## config.mk

```make
export PLATFORM = sky130hd
export DESIGN_NAME = sprite_animation_frame_sequencer
export DESIGN_NICKNAME = d
export VERILOG_FILES = /design/src/hdl/safs_pkg.sv /design/src/hdl/safs_div.sv /design/src/hdl/safs_dp.sv /design/src/hdl/safs_ctrl.sv /design/src/hdl/sprite_animation_frame_sequencer.sv
export SDC_FILE = /design/constraint.sdc
export NUM_CORES = 2
export LEC_CHECK = 0
export BUFFER_PORTS_ARGS = -buffer_cell sky130_fd_sc_hd__buf_2
export CORE_MARGIN = 10
export CORE_UTILIZATION = 65
export CTS_BUF_LIST = sky130_fd_sc_hd__clkbuf_16
export DETAILED_ROUTE_END_ITERATION = 16
export GPL_ROUTABILITY_DRIVEN = 0
export PLACE_DENSITY_LB_ADDON = 0.25
export RECOVER_POWER = 100
export SYNTH_ARGS = -nofsm -noshare
export SYNTH_HDL_FRONTEND = slang
export SYNTH_HIERARCHICAL = 1
export SYNTH_SLANG_ARGS = --single-unit
```

## constraint.sdc

```tcl
create_clock -name clk -period 27.5 [get_ports clk]
set_input_delay 1.375 -clock clk [delete_from_list [all_inputs] [get_ports clk]]
set_output_delay 1.375 -clock clk [all_outputs]
set_load 0.01 [all_outputs]
```

## src/hdl/safs_pkg.sv

```systemverilog
// safs_pkg: shared constants, item layouts and controller/datapath types
// for the sprite animation frame sequencer
// no dependencies
`default_nettype none

package safs_pkg;

    // default configuration of the sequencer
    localparam int ANIM_COUNT_DEF = 8;
    localparam int FRAME_BITS_DEF = 8;
    localparam int TIME_BITS_DEF  = 16;

    // configuration port
    localparam int TABLE_REGS = 8;
    localparam int CFG_IDX_W  = 4;
    localparam int ENTRY_W    = 33;

    // packed animation entry layout
    localparam int ENT_TIME_W    = 16;
    localparam int ENT_CNT_LSB   = 16;
    localparam int ENT_CNT_W     = 8;
    localparam int ENT_START_LSB = 24;
    localparam int ENT_START_W   = 8;
    localparam int ENT_ONCE_BIT  = 32;

    // time accumulator
    localparam int ACCUM_W = 32;

    // input item
    localparam int KIND_W      = 2;
    localparam int ELAPSED_W   = 16;
    localparam int ID_W        = 3;
    localparam int IN_ID_LSB   = ELAPSED_W;
    localparam int IN_USED_W   = ELAPSED_W + ID_W;
    localparam int IN_DATA_W   = ((IN_USED_W + 7) / 8) * 8;

    // result item
    localparam int FRAME_OUT_W   = 8;
    localparam int SHEET_W       = 9;
    localparam int OUT_TICK_LSB  = 0;
    localparam int OUT_BASE_LSB  = 1;
    localparam int OUT_OS_LSB    = 2;
    localparam int OUT_SHOWN_LSB = 3;
    localparam int OUT_FRAME_LSB = OUT_SHOWN_LSB + ID_W;
    localparam int OUT_SHEET_LSB = OUT_FRAME_LSB + FRAME_OUT_W;
    localparam int OUT_USED_W    = OUT_SHEET_LSB + SHEET_W;
    localparam int OUT_DATA_W    = ((OUT_USED_W + 7) / 8) * 8;

    typedef enum logic [KIND_W-1:0] {
        KIND_TICK    = 2'd0,
        KIND_SELECT  = 2'd1,
        KIND_ONESHOT = 2'd2
    } safs_kind_t;

    // controller to datapath
    typedef struct packed {
        logic load;      // capture the input item
        logic apply;     // select, one-shot start or time accumulate
        logic div_start; // launch the shared divider
        logic div_mod;   // divider operands: wrap (n - s) / count
        logic cmp;       // register n >= steps to end
        logic mul;       // register the time to take off
        logic update;    // write back time and frame
        logic take_mod;  // frame from the divider remainder
        logic emit;      // load the result register
    } safs_cmd_t;

    // datapath to controller
    typedef struct packed {
        logic tick_run;  // tick with a base selected
        logic gt;        // accumulated time beyond one frame time
        logic div_busy;
        logic need_mod;  // looping base ran past its end
    } safs_sts_t;

endpackage

`default_nettype wire

```

## src/hdl/safs_div.sv

```systemverilog
// safs_div: iterative unsigned divider, two quotient bits per cycle
// standalone, no package dependency
`default_nettype none

module safs_div #(
    parameter int DVD_W = 32,
    parameter int DVS_W = 16
) (
    input  wire logic             clk,
    input  wire logic             rst_n,
    input  wire logic             start,
    input  wire logic [DVD_W-1:0] dividend,
    input  wire logic [DVS_W-1:0] divisor,
    output logic                  busy,
    output logic [DVD_W-1:0]      quotient,
    output logic [DVS_W-1:0]      remainder
);

    localparam int STEPS = DVD_W / 2;
    localparam int CW    = $clog2(STEPS);

    logic             busy_reg;
    logic [CW-1:0]    cnt_reg;
    logic [DVD_W-1:0] quo_reg;
    logic [DVD_W-1:0] quo_next;
    logic [DVS_W-1:0] rem_reg;
    logic [DVS_W-1:0] rem_next;
    logic [DVS_W-1:0] dvs_reg;

    // two restoring steps: dividend bits leave the top of quo, quotient bits enter below
    always_comb
    begin
        logic [DVS_W:0] trial;
        rem_next = rem_reg;
        quo_next = quo_reg;
        for (int k = 0; k < 2; k++)
        begin
            trial    = {rem_next, quo_next[DVD_W-1]};
            quo_next = {quo_next[DVD_W-2:0], 1'b0};
            if (trial >= {1'b0, dvs_reg})
            begin
                rem_next    = DVS_W'(trial - {1'b0, dvs_reg});
                quo_next[0] = 1'b1;
            end
            else
            begin
                rem_next = trial[DVS_W-1:0];
            end
        end
    end

    always_ff @(posedge clk or negedge rst_n)
    begin
        if (!rst_n)
        begin
            busy_reg <= 1'b0;
            cnt_reg  <= '0;
        end
        else if (start)
        begin
            busy_reg <= 1'b1;
            cnt_reg  <= '0;
        end
        else if (busy_reg)
        begin
            cnt_reg <= cnt_reg + CW'(1);
            if (cnt_reg == CW'(STEPS - 1))
            begin
                busy_reg <= 1'b0;
            end
        end
    end

    always_ff @(posedge clk)
    begin
        if (start)
        begin
            quo_reg <= dividend;
            rem_reg <= '0;
            dvs_reg <= divisor;
        end
        else if (busy_reg)
        begin
            quo_reg <= quo_next;
            rem_reg <= rem_next;
        end
    end

    assign busy      = busy_reg;
    assign quotient  = quo_reg;
    assign remainder = rem_reg;

endmodule

`default_nettype wire

```

## src/hdl/safs_dp.sv

```systemverilog
// safs_dp: animation table, sequencer state, divider, multiplier and result register
// depends on safs_pkg and safs_div
`default_nettype none

module safs_dp #(
    parameter int ANIM_COUNT = safs_pkg::ANIM_COUNT_DEF,
    parameter int FRAME_BITS = safs_pkg::FRAME_BITS_DEF,
    parameter int TIME_BITS  = safs_pkg::TIME_BITS_DEF
) (
    input  wire logic                             clk,
    input  wire logic                             rst_n,
    input  wire logic                             cfg_wen,
    input  wire logic [safs_pkg::CFG_IDX_W-1:0]   cfg_index,
    input  wire logic [safs_pkg::ENTRY_W-1:0]     cfg_data,
    input  wire logic [safs_pkg::KIND_W-1:0]      in_kind,
    input  wire logic [safs_pkg::ELAPSED_W-1:0]   in_elapsed,
    input  wire logic [safs_pkg::ID_W-1:0]        in_id,
    input  wire safs_pkg::safs_cmd_t              cmd,
    output safs_pkg::safs_sts_t                   sts,
    output logic [safs_pkg::OUT_DATA_W-1:0]       out_data
);

    import safs_pkg::*;

    localparam int AW       = (ANIM_COUNT > 1) ? $clog2(ANIM_COUNT) : 1;
    localparam int FT_W     = (TIME_BITS < ENT_TIME_W) ? TIME_BITS : ENT_TIME_W;
    localparam int CN_W     = (FRAME_BITS < ENT_CNT_W) ? FRAME_BITS : ENT_CNT_W;
    localparam int DVS_W    = (FT_W > CN_W) ? FT_W : CN_W;
    localparam int WR_LIMIT = (ANIM_COUNT < TABLE_REGS) ? ANIM_COUNT : TABLE_REGS;

    // table and sequencer state
    logic [ENTRY_W-1:0]    anim_tab_reg [ANIM_COUNT];
    logic [AW-1:0]         base_id_reg;
    logic                  base_ok_reg;
    logic [AW-1:0]         os_id_reg;
    logic                  os_ok_reg;
    logic [FRAME_BITS-1:0] frame_reg;
    logic [ACCUM_W-1:0]    accum_reg;

    // item and working registers
    safs_kind_t            kind_reg;
    logic [ELAPSED_W-1:0]  elapsed_reg;
    logic [ID_W-1:0]       id_reg;
    logic                  nge_reg;
    logic [ACCUM_W-1:0]    prod_reg;
    logic [OUT_DATA_W-1:0] out_reg;
    logic [OUT_DATA_W-1:0] out_next;

    logic [AW-1:0]         cur_id;
    logic [ENTRY_W-1:0]    ent;
    logic [FT_W-1:0]       ft;
    logic [CN_W-1:0]       cnt;
    logic [ENT_START_W-1:0] start_idx;
    logic                  once;
    logic [FRAME_BITS-1:0] steps_left;
    logic [AW-1:0]         id_aw;
    logic                  id_ok;
    logic [ACCUM_W:0]      acc_sum;
    logic [ACCUM_W-1:0]    acc_sat;
    logic [ACCUM_W-1:0]    mul_a;

    logic                  div_start;
    logic [ACCUM_W-1:0]    div_dvd;
    logic [DVS_W-1:0]      div_dvs;
    logic                  div_busy;
    logic [ACCUM_W-1:0]    div_quo;
    logic [DVS_W-1:0]      div_rem;

    logic                  has_any;
    logic [ID_W-1:0]       shown;
    logic [FRAME_OUT_W-1:0] frame8;
    logic [SHEET_W-1:0]    sheet;
    logic                  tick_ok;

    // entry of the animation on show; zero time or count counts as one
    always_comb
    begin
        cur_id     = os_ok_reg ? os_id_reg : base_id_reg;
        ent        = anim_tab_reg[cur_id];
        ft         = (ent[FT_W-1:0] == '0) ? FT_W'(1) : ent[FT_W-1:0];
        cnt        = (ent[ENT_CNT_LSB +: CN_W] == '0) ? CN_W'(1) : ent[ENT_CNT_LSB +: CN_W];
        start_idx  = ent[ENT_START_LSB +: ENT_START_W];
        once       = ent[ENT_ONCE_BIT];
        // frames to the end of the run, one when already at or beyond it
        steps_left = (frame_reg < FRAME_BITS'(cnt)) ? FRAME_BITS'(cnt) - frame_reg
                                                     : FRAME_BITS'(1);
        id_aw      = AW'(id_reg);
        id_ok      = 32'(id_reg) < 32'(ANIM_COUNT);
        acc_sum    = {1'b0, accum_reg} + (ACCUM_W + 1)'(elapsed_reg);
        acc_sat    = acc_sum[ACCUM_W] ? '1 : acc_sum[ACCUM_W-1:0];
        mul_a      = (os_ok_reg && nge_reg) ? ACCUM_W'(steps_left) : div_quo;
    end

    // divider operands: frames passed, or the wrap position of a looping base
    assign div_start = cmd.div_start;
    assign div_dvd   = cmd.div_mod ? div_quo - ACCUM_W'(steps_left) : accum_reg - ACCUM_W'(1);
    assign div_dvs   = cmd.div_mod ? DVS_W'(cnt) : DVS_W'(ft);

    safs_div #(
        .DVD_W (ACCUM_W),
        .DVS_W (DVS_W)
    ) u_div (
        .clk       (clk),
        .rst_n     (rst_n),
        .start     (div_start),
        .dividend  (div_dvd),
        .divisor   (div_dvs),
        .busy      (div_busy),
        .quotient  (div_quo),
        .remainder (div_rem)
    );

    always_ff @(posedge clk or negedge rst_n)
    begin
        if (!rst_n)
        begin
            for (int i = 0; i < ANIM_COUNT; i++)
            begin
                anim_tab_reg[i] <= '0;
            end
            base_id_reg <= '0;
            base_ok_reg <= 1'b0;
            os_id_reg   <= '0;
            os_ok_reg   <= 1'b0;
            frame_reg   <= '0;
            accum_reg   <= '0;
        end
        else
        begin
            if (cfg_wen && (32'(cfg_index) < 32'(WR_LIMIT)))
            begin
                anim_tab_reg[AW'(cfg_index)] <= cfg_data;
            end

            if (cmd.apply)
            begin
                case (kind_reg)
                    KIND_TICK:
                    begin
                        if (base_ok_reg)
                        begin
                            accum_reg <= acc_sat;
                        end
                    end
                    KIND_SELECT:
                    begin
                        // reselecting the current base keeps frame and time
                        if (id_ok && (!base_ok_reg || base_id_reg != id_aw))
                        begin
                            base_id_reg <= id_aw;
                            base_ok_reg <= 1'b1;
                            frame_reg   <= '0;
                            accum_reg   <= '0;
                        end
                    end
                    KIND_ONESHOT:
                    begin
                        if (id_ok && !os_ok_reg)
                        begin
                            os_id_reg <= id_aw;
                            os_ok_reg <= 1'b1;
                            frame_reg <= '0;
                            accum_reg <= '0;
                        end
                    end
                    default:
                    begin
                    end
                endcase
            end

            if (cmd.update)
            begin
                accum_reg <= accum_reg - prod_reg;
                if (os_ok_reg)
                begin
                    // one-shot done: hand back to the base at frame zero
                    if (nge_reg)
                    begin
                        os_ok_reg <= 1'b0;
                        frame_reg <= '0;
                    end
                    else
                    begin
                        frame_reg <= frame_reg + FRAME_BITS'(div_quo);
                    end
                end
                else if (!nge_reg)
                begin
                    frame_reg <= frame_reg + FRAME_BITS'(div_quo);
                end
                else if (once)
                begin
                    frame_reg <= FRAME_BITS'(cnt - CN_W'(1));
                end
            end

            if (cmd.take_mod)
            begin
                frame_reg <= FRAME_BITS'(div_rem);
            end
        end
    end

    // result fields, taken after the update
    always_comb
    begin
        has_any  = os_ok_reg || base_ok_reg;
        shown    = has_any ? ID_W'(cur_id) : '0;
        frame8   = FRAME_OUT_W'(frame_reg);
        sheet    = has_any ? SHEET_W'(start_idx) + SHEET_W'(frame8) : '0;
        tick_ok  = (kind_reg == KIND_TICK) && base_ok_reg;
        out_next = OUT_DATA_W'({sheet, frame8, shown, os_ok_reg, base_ok_reg, tick_ok});
    end

    always_ff @(posedge clk)
    begin
        if (cmd.load)
        begin
            kind_reg    <= safs_kind_t'(in_kind);
            elapsed_reg <= in_elapsed;
            id_reg      <= in_id;
        end
        if (cmd.cmp)
        begin
            nge_reg <= div_quo >= ACCUM_W'(steps_left);
        end
        if (cmd.mul)
        begin
            prod_reg <= ACCUM_W'(mul_a * ACCUM_W'(ft));
        end
        if (cmd.emit)
        begin
            out_reg <= out_next;
        end
    end

    assign sts.tick_run = (kind_reg == KIND_TICK) && base_ok_reg;
    assign sts.gt       = accum_reg > ACCUM_W'(ft);
    assign sts.div_busy = div_busy;
    assign sts.need_mod = !os_ok_reg && nge_reg && !once;
    assign out_data     = out_reg;

endmodule

`default_nettype wire

```

## src/hdl/safs_ctrl.sv

```systemverilog
// safs_ctrl: sequencing state machine and result valid flag
// depends on safs_pkg
`default_nettype none

module safs_ctrl (
    input  wire logic                clk,
    input  wire logic                rst_n,
    input  wire logic                in_valid,
    output logic                     in_ready,
    output logic                     out_valid,
    input  wire logic                out_ready,
    input  wire safs_pkg::safs_sts_t sts,
    output safs_pkg::safs_cmd_t      cmd
);

    import safs_pkg::*;

    typedef enum logic [3:0] {
        ST_IDLE,
        ST_APPLY,
        ST_CHECK,
        ST_DIV_N,
        ST_CMP,
        ST_MUL,
        ST_UPD,
        ST_DIV_M,
        ST_OUT
    } state_t;

    state_t state_reg;
    logic   out_valid_reg;

    always_comb
    begin
        cmd = '0;
        case (state_reg)
            ST_IDLE:  cmd.load      = in_valid;
            ST_APPLY: cmd.apply     = 1'b1;
            ST_CHECK: cmd.div_start = sts.gt;
            ST_DIV_N:
            begin
            end
            ST_CMP:   cmd.cmp       = 1'b1;
            ST_MUL:   cmd.mul       = 1'b1;
            ST_UPD:
            begin
                cmd.update    = 1'b1;
                cmd.div_start = sts.need_mod;
                cmd.div_mod   = 1'b1;
            end
            ST_DIV_M: cmd.take_mod  = !sts.div_busy;
            ST_OUT:   cmd.emit      = !out_valid_reg || out_ready;
            default:
            begin
            end
        endcase
    end

    always_ff @(posedge clk or negedge rst_n)
    begin
        if (!rst_n)
        begin
            state_reg     <= ST_IDLE;
            out_valid_reg <= 1'b0;
        end
        else
        begin
            if (cmd.emit)
            begin
                out_valid_reg <= 1'b1;
            end
            else if (out_ready)
            begin
                out_valid_reg <= 1'b0;
            end

            case (state_reg)
                ST_IDLE:
                begin
                    if (in_valid)
                    begin
                        state_reg <= ST_APPLY;
                    end
                end
                ST_APPLY: state_reg <= sts.tick_run ? ST_CHECK : ST_OUT;
                ST_CHECK: state_reg <= sts.gt ? ST_DIV_N : ST_OUT;
                ST_DIV_N:
                begin
                    if (!sts.div_busy)
                    begin
                        state_reg <= ST_CMP;
                    end
                end
                ST_CMP:   state_reg <= ST_MUL;
                ST_MUL:   state_reg <= ST_UPD;
                ST_UPD:   state_reg <= sts.need_mod ? ST_DIV_M : ST_OUT;
                ST_DIV_M:
                begin
                    if (!sts.div_busy)
                    begin
                        state_reg <= ST_OUT;
                    end
                end
                ST_OUT:
                begin
                    if (cmd.emit)
                    begin
                        state_reg <= ST_IDLE;
                    end
                end
                default:  state_reg <= ST_IDLE;
            endcase
        end
    end

    assign in_ready  = (state_reg == ST_IDLE);
    assign out_valid = out_valid_reg;

endmodule

`default_nettype wire

```

## src/hdl/sprite_animation_frame_sequencer.sv

```systemverilog
// sprite_animation_frame_sequencer: top level, joins controller and datapath
// depends on safs_pkg, safs_ctrl, safs_dp (and safs_div below it)
//
// One item in, one result item out. Each input item is a tick carrying elapsed
// milliseconds, a base animation select or a one-shot start; the result reports
// the animation on show, its frame and its sheet index after that item. The
// block works on one item at a time. A select, a one-shot start, an unknown kind
// or a tick with no base goes from accept through the apply step straight to the
// result; a tick that does not pass a frame boundary adds a check step. A tick
// that does runs the shared radix-4 divider for the 32-bit frames-passed
// quotient, then compare, multiply and write-back steps; when a looping base
// runs past its last frame the divider runs a second time for the wrap
// position. The result sits in an output register, so the next item is taken
// while an earlier result still waits. The user must write the animation table
// through the cfg port only while the block is idle; the block itself does not
// enforce it. Writes to indexes beyond the table are dropped.
`default_nettype none

module sprite_animation_frame_sequencer #(
    parameter int ANIM_COUNT = safs_pkg::ANIM_COUNT_DEF,
    parameter int FRAME_BITS = safs_pkg::FRAME_BITS_DEF,
    parameter int TIME_BITS  = safs_pkg::TIME_BITS_DEF
) (
    input  wire logic                             clk,
    input  wire logic                             rst_n,
    // animation table write port
    input  wire logic                             cfg_wen,
    input  wire logic [safs_pkg::CFG_IDX_W-1:0]   cfg_index,
    input  wire logic [safs_pkg::ENTRY_W-1:0]     cfg_data,
    // input items
    input  wire logic                             s_axis_tvalid,
    output logic                                  s_axis_tready,
    // elapsed_ms [15:0], anim_id [18:16], zero fill above
    input  wire logic [safs_pkg::IN_DATA_W-1:0]   s_axis_tdata,
    // kind [1:0]
    input  wire logic [safs_pkg::KIND_W-1:0]      s_axis_tuser,
    // result items
    output logic                                  m_axis_tvalid,
    input  wire logic                             m_axis_tready,
    // tick_ok [0], has_base [1], oneshot_playing [2], shown_anim [5:3],
    // frame_number [13:6], sheet_index [22:14], zero fill above
    output logic [safs_pkg::OUT_DATA_W-1:0]       m_axis_tdata
);

    import safs_pkg::*;

    safs_cmd_t cmd;
    safs_sts_t sts;

    // controller: sequences accept, update, divider passes and result hand-off
    safs_ctrl u_ctrl (
        .clk       (clk),
        .rst_n     (rst_n),
        .in_valid  (s_axis_tvalid),
        .in_ready  (s_axis_tready),
        .out_valid (m_axis_tvalid),
        .out_ready (m_axis_tready),
        .sts       (sts),
        .cmd       (cmd)
    );

    // datapath: table, frame and time state, divider, multiplier, result register
    safs_dp #(
        .ANIM_COUNT (ANIM_COUNT),
        .FRAME_BITS (FRAME_BITS),
        .TIME_BITS  (TIME_BITS)
    ) u_dp (
        .clk        (clk),
        .rst_n      (rst_n),
        .cfg_wen    (cfg_wen),
        .cfg_index  (cfg_index),
        .cfg_data   (cfg_data),
        .in_kind    (s_axis_tuser),
        .in_elapsed (s_axis_tdata[ELAPSED_W-1:0]),
        .in_id      (s_axis_tdata[IN_ID_LSB +: ID_W]),
        .cmd        (cmd),
        .sts        (sts),
        .out_data   (m_axis_tdata)
    );

endmodule

`default_nettype wire

```

# == Yosys cells after proc, flatten, opt, wreduce, memory -nomap -nowiden ==
# Index checks and enable logic that the tools add are counted.
# totals
reg_bits,463
in_bits,68
out_inout_bits,26
word_cells,162
# op_classes
n_addsub,11
n_mul,1
magnitude_cmp,9
eq_ne,19
muxes,64
bitwise,3
reduce_logical,26
# ops
op,n
$mux 32,10
$bwmux 264,1
$bmux 33 s3,1
$demux 33 s3,1
$mux 33,3
$mux 8,12
$pmux 32 s3,1
$mux 16,3
$mux 4,9
$pmux 4 s9,1
$ge 17x16->1,2
$add 32x16->33,1
$ge 32x8->1,1
$gt 32x16->1,1
$mul 32x16->32,1
$sub 16x16->16,2
$sub 32x1->32 const B,1
$sub 32x32->32,1
$sub 32x8->32,1
$mux 1,19
$eq 4x3->1 const B,4
$logic_not 16->1,1
$pmux 8 s2,1
$add 8x8->9,1
other kinds (32),54

# == Longest topological paths before layout ==
# depth
depth_word,13
depth_mapped,45
mapped_depth_nobuf,42

# == By module ==
# Netlist, hierarchy kept.
# modules_own_cells
module,n_inst,cells_each,area_per_inst_um2,seq_area_each_um2
safs_dp,1,3331,33644.8,10119.7
safs_div,1,414,4605.7,1886.8
safs_ctrl,1,52,402.9,125.1

# == Worst setup path before layout ==
# Ideal clock, no wire load.
# synth_path
path_type,flip-flop to flip-flop
start,reg u_dp.os_ok_reg
end,"reg u_dp.prod_reg[30], data pin"
setup_ns,0.258
arrival_time_ns,10.500
t_required_ns,27.242
setup_slack_ns,16.742
stages_incl_launch_ff,41
path_buffers,3
period_less_slack_ns,10.758
cell_sequence,dfrtp_1 > buf_2 > mux2i_1 > buf_2 > buf_2 > mux4_2 > mux2i_1 > nand3_1 > o31ai_1 > inv_1 > ha_1 > fa_1 > nor2b_1 > o21ai_0 > nand2b_1 > a21oi_1 > o21bai_1 > a21o_1 > [... 5 more ...] > fa_1 > inv_1 > fa_1 > fa_1 > fa_1 > inv_1 > fa_1 > inv_1 > ha_1 > a21o_1 > a21o_1 > a2111oi_0 > o311a_1 > o21a_1 > nor3_1 > a21o_1 > a21oi_1 > xnor2_1
# synth_via
elab_chain_cells,11
word_cells_on_any_way,15
classes_between,add/sub (1); mul (1); order compare (1); mux (8); bitwise (1); reduce/logical (3)
# synth_rtl
item,line,source
from (decl),safs_dp.sv:36,logic os_ok_reg;
from (signal assigned),safs_dp.sv:124,os_ok_reg <= 1'b0;
from (signal assigned),safs_dp.sv:161,os_ok_reg <= 1'b1;
from (signal assigned),safs_dp.sv:180,os_ok_reg <= 1'b0;
$mux 3,safs_dp.sv:78,cur_id = os_ok_reg ? os_id_reg : base_id_reg;
$not 3->4 (implied by the code),safs_dp.sv:79,ent = anim_tab_reg[cur_id];
$bmux 33 s3,safs_dp.sv:79,
$mux 33 (implied by the code) (2 in series),safs_dp.sv:79,
$logic_not 8->1,safs_dp.sv:81,cnt = (ent[ENT_CNT_LSB +: CN_W] == '0) ? CN_W'(1) : ent[ENT_CNT_LSB +: CN_W];
$mux 8,safs_dp.sv:81,
$sub 8x8->8 or $lt 8x8->1 (tied branches),safs_dp.sv:85,steps_left = (frame_reg < FRAME_BITS'(cnt)) ? FRAME_BITS'(cnt) - frame_reg
$mux 8,safs_dp.sv:85,
$mux 32,safs_dp.sv:91,mul_a = (os_ok_reg && nge_reg) ? ACCUM_W'(steps_left) : div_quo;
$mul 32x16->32 *,safs_dp.sv:230,prod_reg <= ACCUM_W'(mul_a * ACCUM_W'(ft));
to (signal assigned),safs_dp.sv:230,
to (decl),safs_dp.sv:45,logic [ACCUM_W-1:0] prod_reg;
# Every way passes the cells marked *; elsewhere a longest branch is shown, timed or not. The select of a mux whose other input is x is not followed.
# A chain may end at the register's enable or synchronous reset.

# == Final worst setup path ==
# layout_path
start,reg u_dp.os_ok_reg
end,"reg u_dp.prod_reg[31], data pin"
# Same word-level chain as after synthesis.

==> results.md <==
- CTS saw roughly 460 sinks.
- The synthesized design contains around 460 register bits.
- The first-pass iteration count of the detailed router is 8.
- By area the synthesized netlist is led by dfrtp_1, fa_1, edfxtp_1.
- The root buffer cell chosen for the clock tree is clkbuf_16.
- The number of design-rule violations left by the first detailed-router iteration is approximately 2700.
- After synthesis the cells add up to between 0.03 and 0.04 mm².
- The data required time of the critical path is around 28 ns.
- Once detail routing completed, the nets flagged for antenna violations numbered 0.
- Counting flops with an async set or reset pin after synthesis yields a share of 69.5%.
- Gates resized during post-CTS repair numbered 0.
- The clock slew seen by the registers of the worst setup and hold paths is around 0.06 ns.
- The maximum root-to-sink buffer count is 3.
- For this design, the CTS-stage hold fixing added 0 buffers.
- Among all stages on the critical path, the largest delay is contributed by clkbuf_1.
- The number of cells in the design after placement is about 4500.
- The number of H-tree levels is 2.
- Summed over all nets, the half-perimeter wirelength after detailed placement is between 70 and 80 mm.
- The chip height is around 260 µm.
- After synthesis, the mean cell area works out to about 10 µm².
- The number of hold violations in the final report is 0.
- In the routed design, unresolved DRC markers number 0.
- The type of the tightest min-delay check is reg -> reg.
- Input and output buffers added on the ports amount to a little under 90.
- The total wirelength of the detailed-routed design is just over 100 mm.
- The core footprint is 0.0589 mm².
- The cell that appears most often on the critical path is fa_1.
- The via count of the first global-routing pass is 29700.
- The post-synth net total is between 4000 and 5000.
- The total congestion overflow after global routing is 0.
- The count of nets after finishing is around 4400.
- The wire length of the first global-routing pass is between 150 and 200 mm.
- Setup repair after global routing left no endpoint under its margin.
- The final reports fail on max-capacitance violations, max-slew violations.
- TritonCTS built the clock tree.
- The final count of pins violating max slew was between 1000 and 1500.
- In the final routed layout, each cell accounts on average for 21.8 µm.
- The number of antenna violations at the first check in global routing is 6.
- Setup violations remaining at the end of the flow were counted as 0.
- Data on the critical path arrives at its endpoint at roughly 16 ns.
- In this run the core area contains 89 standard-cell rows.
- The critical path launch point type is a flop.
- The count of yosys warnings during synthesis is 6.
- TritonCTS created 50 clock buffers.
- The clock period could shrink to around 16 ns.
- Relative to the synthesized area, the layout overhead comes to 6.31%.
- The worst pin sits at a relative slew slack of -259%.
- The critical path endpoint category is a flop.
- Timing would allow up to 64.4 MHz.
- In the routed layout, each cell is associated on average with a via count of slightly above 6.
- The flip-flop count of the largest register, all copies and words added is about 260.
- The final setup TNS is 0 ns.
- For this block, the via count after detailed routing is between 20000 and 30000.
- Once layout is complete, the cells apart from fillers number approximately 4600.
- The synthesized instance count is 3797.
- The post-CTS setup repair buffer count is 0.
- dfrtp_1 takes more of the synthesized area than any other cell.
- The x dimension of the die is about 260 µm.
- The number of enable-type register cells in the synthesized netlist is roughly 130.
- The layout has ~4400 filler cells.
- The share of the yosys chip area belonging to registers is between 30% and 40%.
- The floorplan step defined a die boundary enclosing approximately 0.070 mm².
- The largest incremental delay on the critical path is ~2.7 ns.
- The combined global-route utilization of all metal layers is a little under 30%.
- The most used flip-flop cell after synthesis is dfrtp_1.
- After synthesis, the largest area contributor takes up 20.8% of total cell area.
- Cells with a size suffix above 1 make up between 10 and 15% of the layout.
- The top-level port count is 94.
- The largest net degree at the start of global routing is slightly above 90.
- At the pin with the least slew margin, the transition time is 5.39 ns.
- The period utilization is between 50% and 60%.
- In this run the worst path has a maximum fanout of 55.
- The initial utilization of the core area, before any placement, comes to between 60% and 70%.
- On the final layout, the worst clock skew is roughly 0.054 ns.
- The critical path in this run is classified as reg -> reg.
- At the later pin of the worst-skew pair, clock insertion delay measures 0.65 ns.
- Counting distinct cell types in the post-synthesis netlist gives just under 100.
- Across the run, the number of max-cap violations was 28.
- The run finished, with violations left.
-- metrics by stage --
stage	setup slack (ns)	instance area, µm²	util [%]	hold slack [ns]
after floorplan	16.74	38700	-	0.420
after global placement	14.22	39700	67.4	0.481
after detailed placement	14.12	39700	67.4	0.488
after CTS	14.01	41300	70.1	0.503
after global routing	11.08	41100	69.8	0.515
final	11.97	41100	69.8	0.502
-- cells in the mapped netlist (all sizes together), types with 54 or more instances --
master  count
mux2i      61
ha        197
a21oi     155
dfrtp     322
fa        312
clkbuf    123
nand2     372
edfxtp    125
xor2       66
buf        54
o21ai     104
mux2      330
nand2b     67
inv       467
nor2      294
xnor2     129
-- final timing paths --
check	from	end	slack (ns)	cells past startpoint
max	u_dp/os_ok_reg	u_dp/prod_reg[31]	11.97	41
min	u_dp/anim_tab_reg[245]	u_dp/anim_tab_reg[245]	0.50	1
max reg2reg	u_dp/os_ok_reg	u_dp/prod_reg[31]	11.97	41
min reg2reg	u_dp/anim_tab_reg[245]	u_dp/anim_tab_reg[245]	0.50	1
max in group asynchronous	rst_n	u_dp/anim_tab_reg[139]	18.76	2
min in group asynchronous	rst_n	u_dp/u_div/cnt_reg[0]	2.73	1
-- cells by family after synthesis --
logic type                 after synthesis  share of synthesized area [%]
muxes                                  437                           13.9
buffers and inverters                  644                           6.58
adders and majority gates              509                           22.5
xor gates and xnor gates               196                           4.48
and+or+nand+nor                       1010                           12.0
AOI/OAI and AO/OA                      537                           9.13
DFF                                    463                           31.4
other                                    1                        0.00970
-- cell type report --
class / count / area, µm² / share of cell area, %
Multi-Input combinational cell: 2690 / 24000 / 58.5
Sequential cell: 463 / 12100 / 29.5
Inverter: 467 / 1750 / 4.27
Clock buffer: 51 / 1280 / 3.11
Tap cell: 773 / 967 / 2.35
Timing Repair Buffer: 133 / 632 / 1.54
Clock inverter: 38 / 294 / 0.716
Antenna cell: 4 / 10.0 / 0.0244
-- layout by cell type (no fill, tap or decap), drive strengths merged, types with 11 or more instances in the layout --
cell type	instances
o21a	34
o21ai	104
clkinv	27
nand2b	67
a21oi	155
a21o	40
a22oi	16
ha	197
a31oi	19
inv	475
o21bai	23
edfxtp	125
dfxtp	16
buf	72
o211ai	13
o22ai	18
and2	37
or4	11
dfrtp	322
nand4	18
xor2	66
nor2	294
nand3b	11
nor2b	22
mux2	330
or2	12
a211oi	34
nand3	49
nor3	46
fa	312
xnor2	129
mux4	46
nor4	17
nand2	372
mux2i	61
and3	24
clkbuf	112
-- layer usage --
metal | share of wire [%] | global-route usage, %
met5 | 0.028 | 0
met4 | 3.8 | 10.5
met3 | 8.6 | 4.92
met2 | 47 | 47.7
met1 | 40 | 38.1
-- worst max-delay path: cells and delay by family (launching register included) --
family                   cells  cell delay [ns]
flip-flops                   1             0.86
AND/OR/NAND/NOR              7             1.28
buffers and inverters        5             2.96
multiplexers                 3             1.40
AO/OA/AOI/OAI               16             4.51
XOR/XNOR                     1             0.15
adder cells (fa/ha/maj)      9             4.01
Power is not shown: default switching activity piles up to over one toggle a cycle in this logic, so the estimate is an artifact.
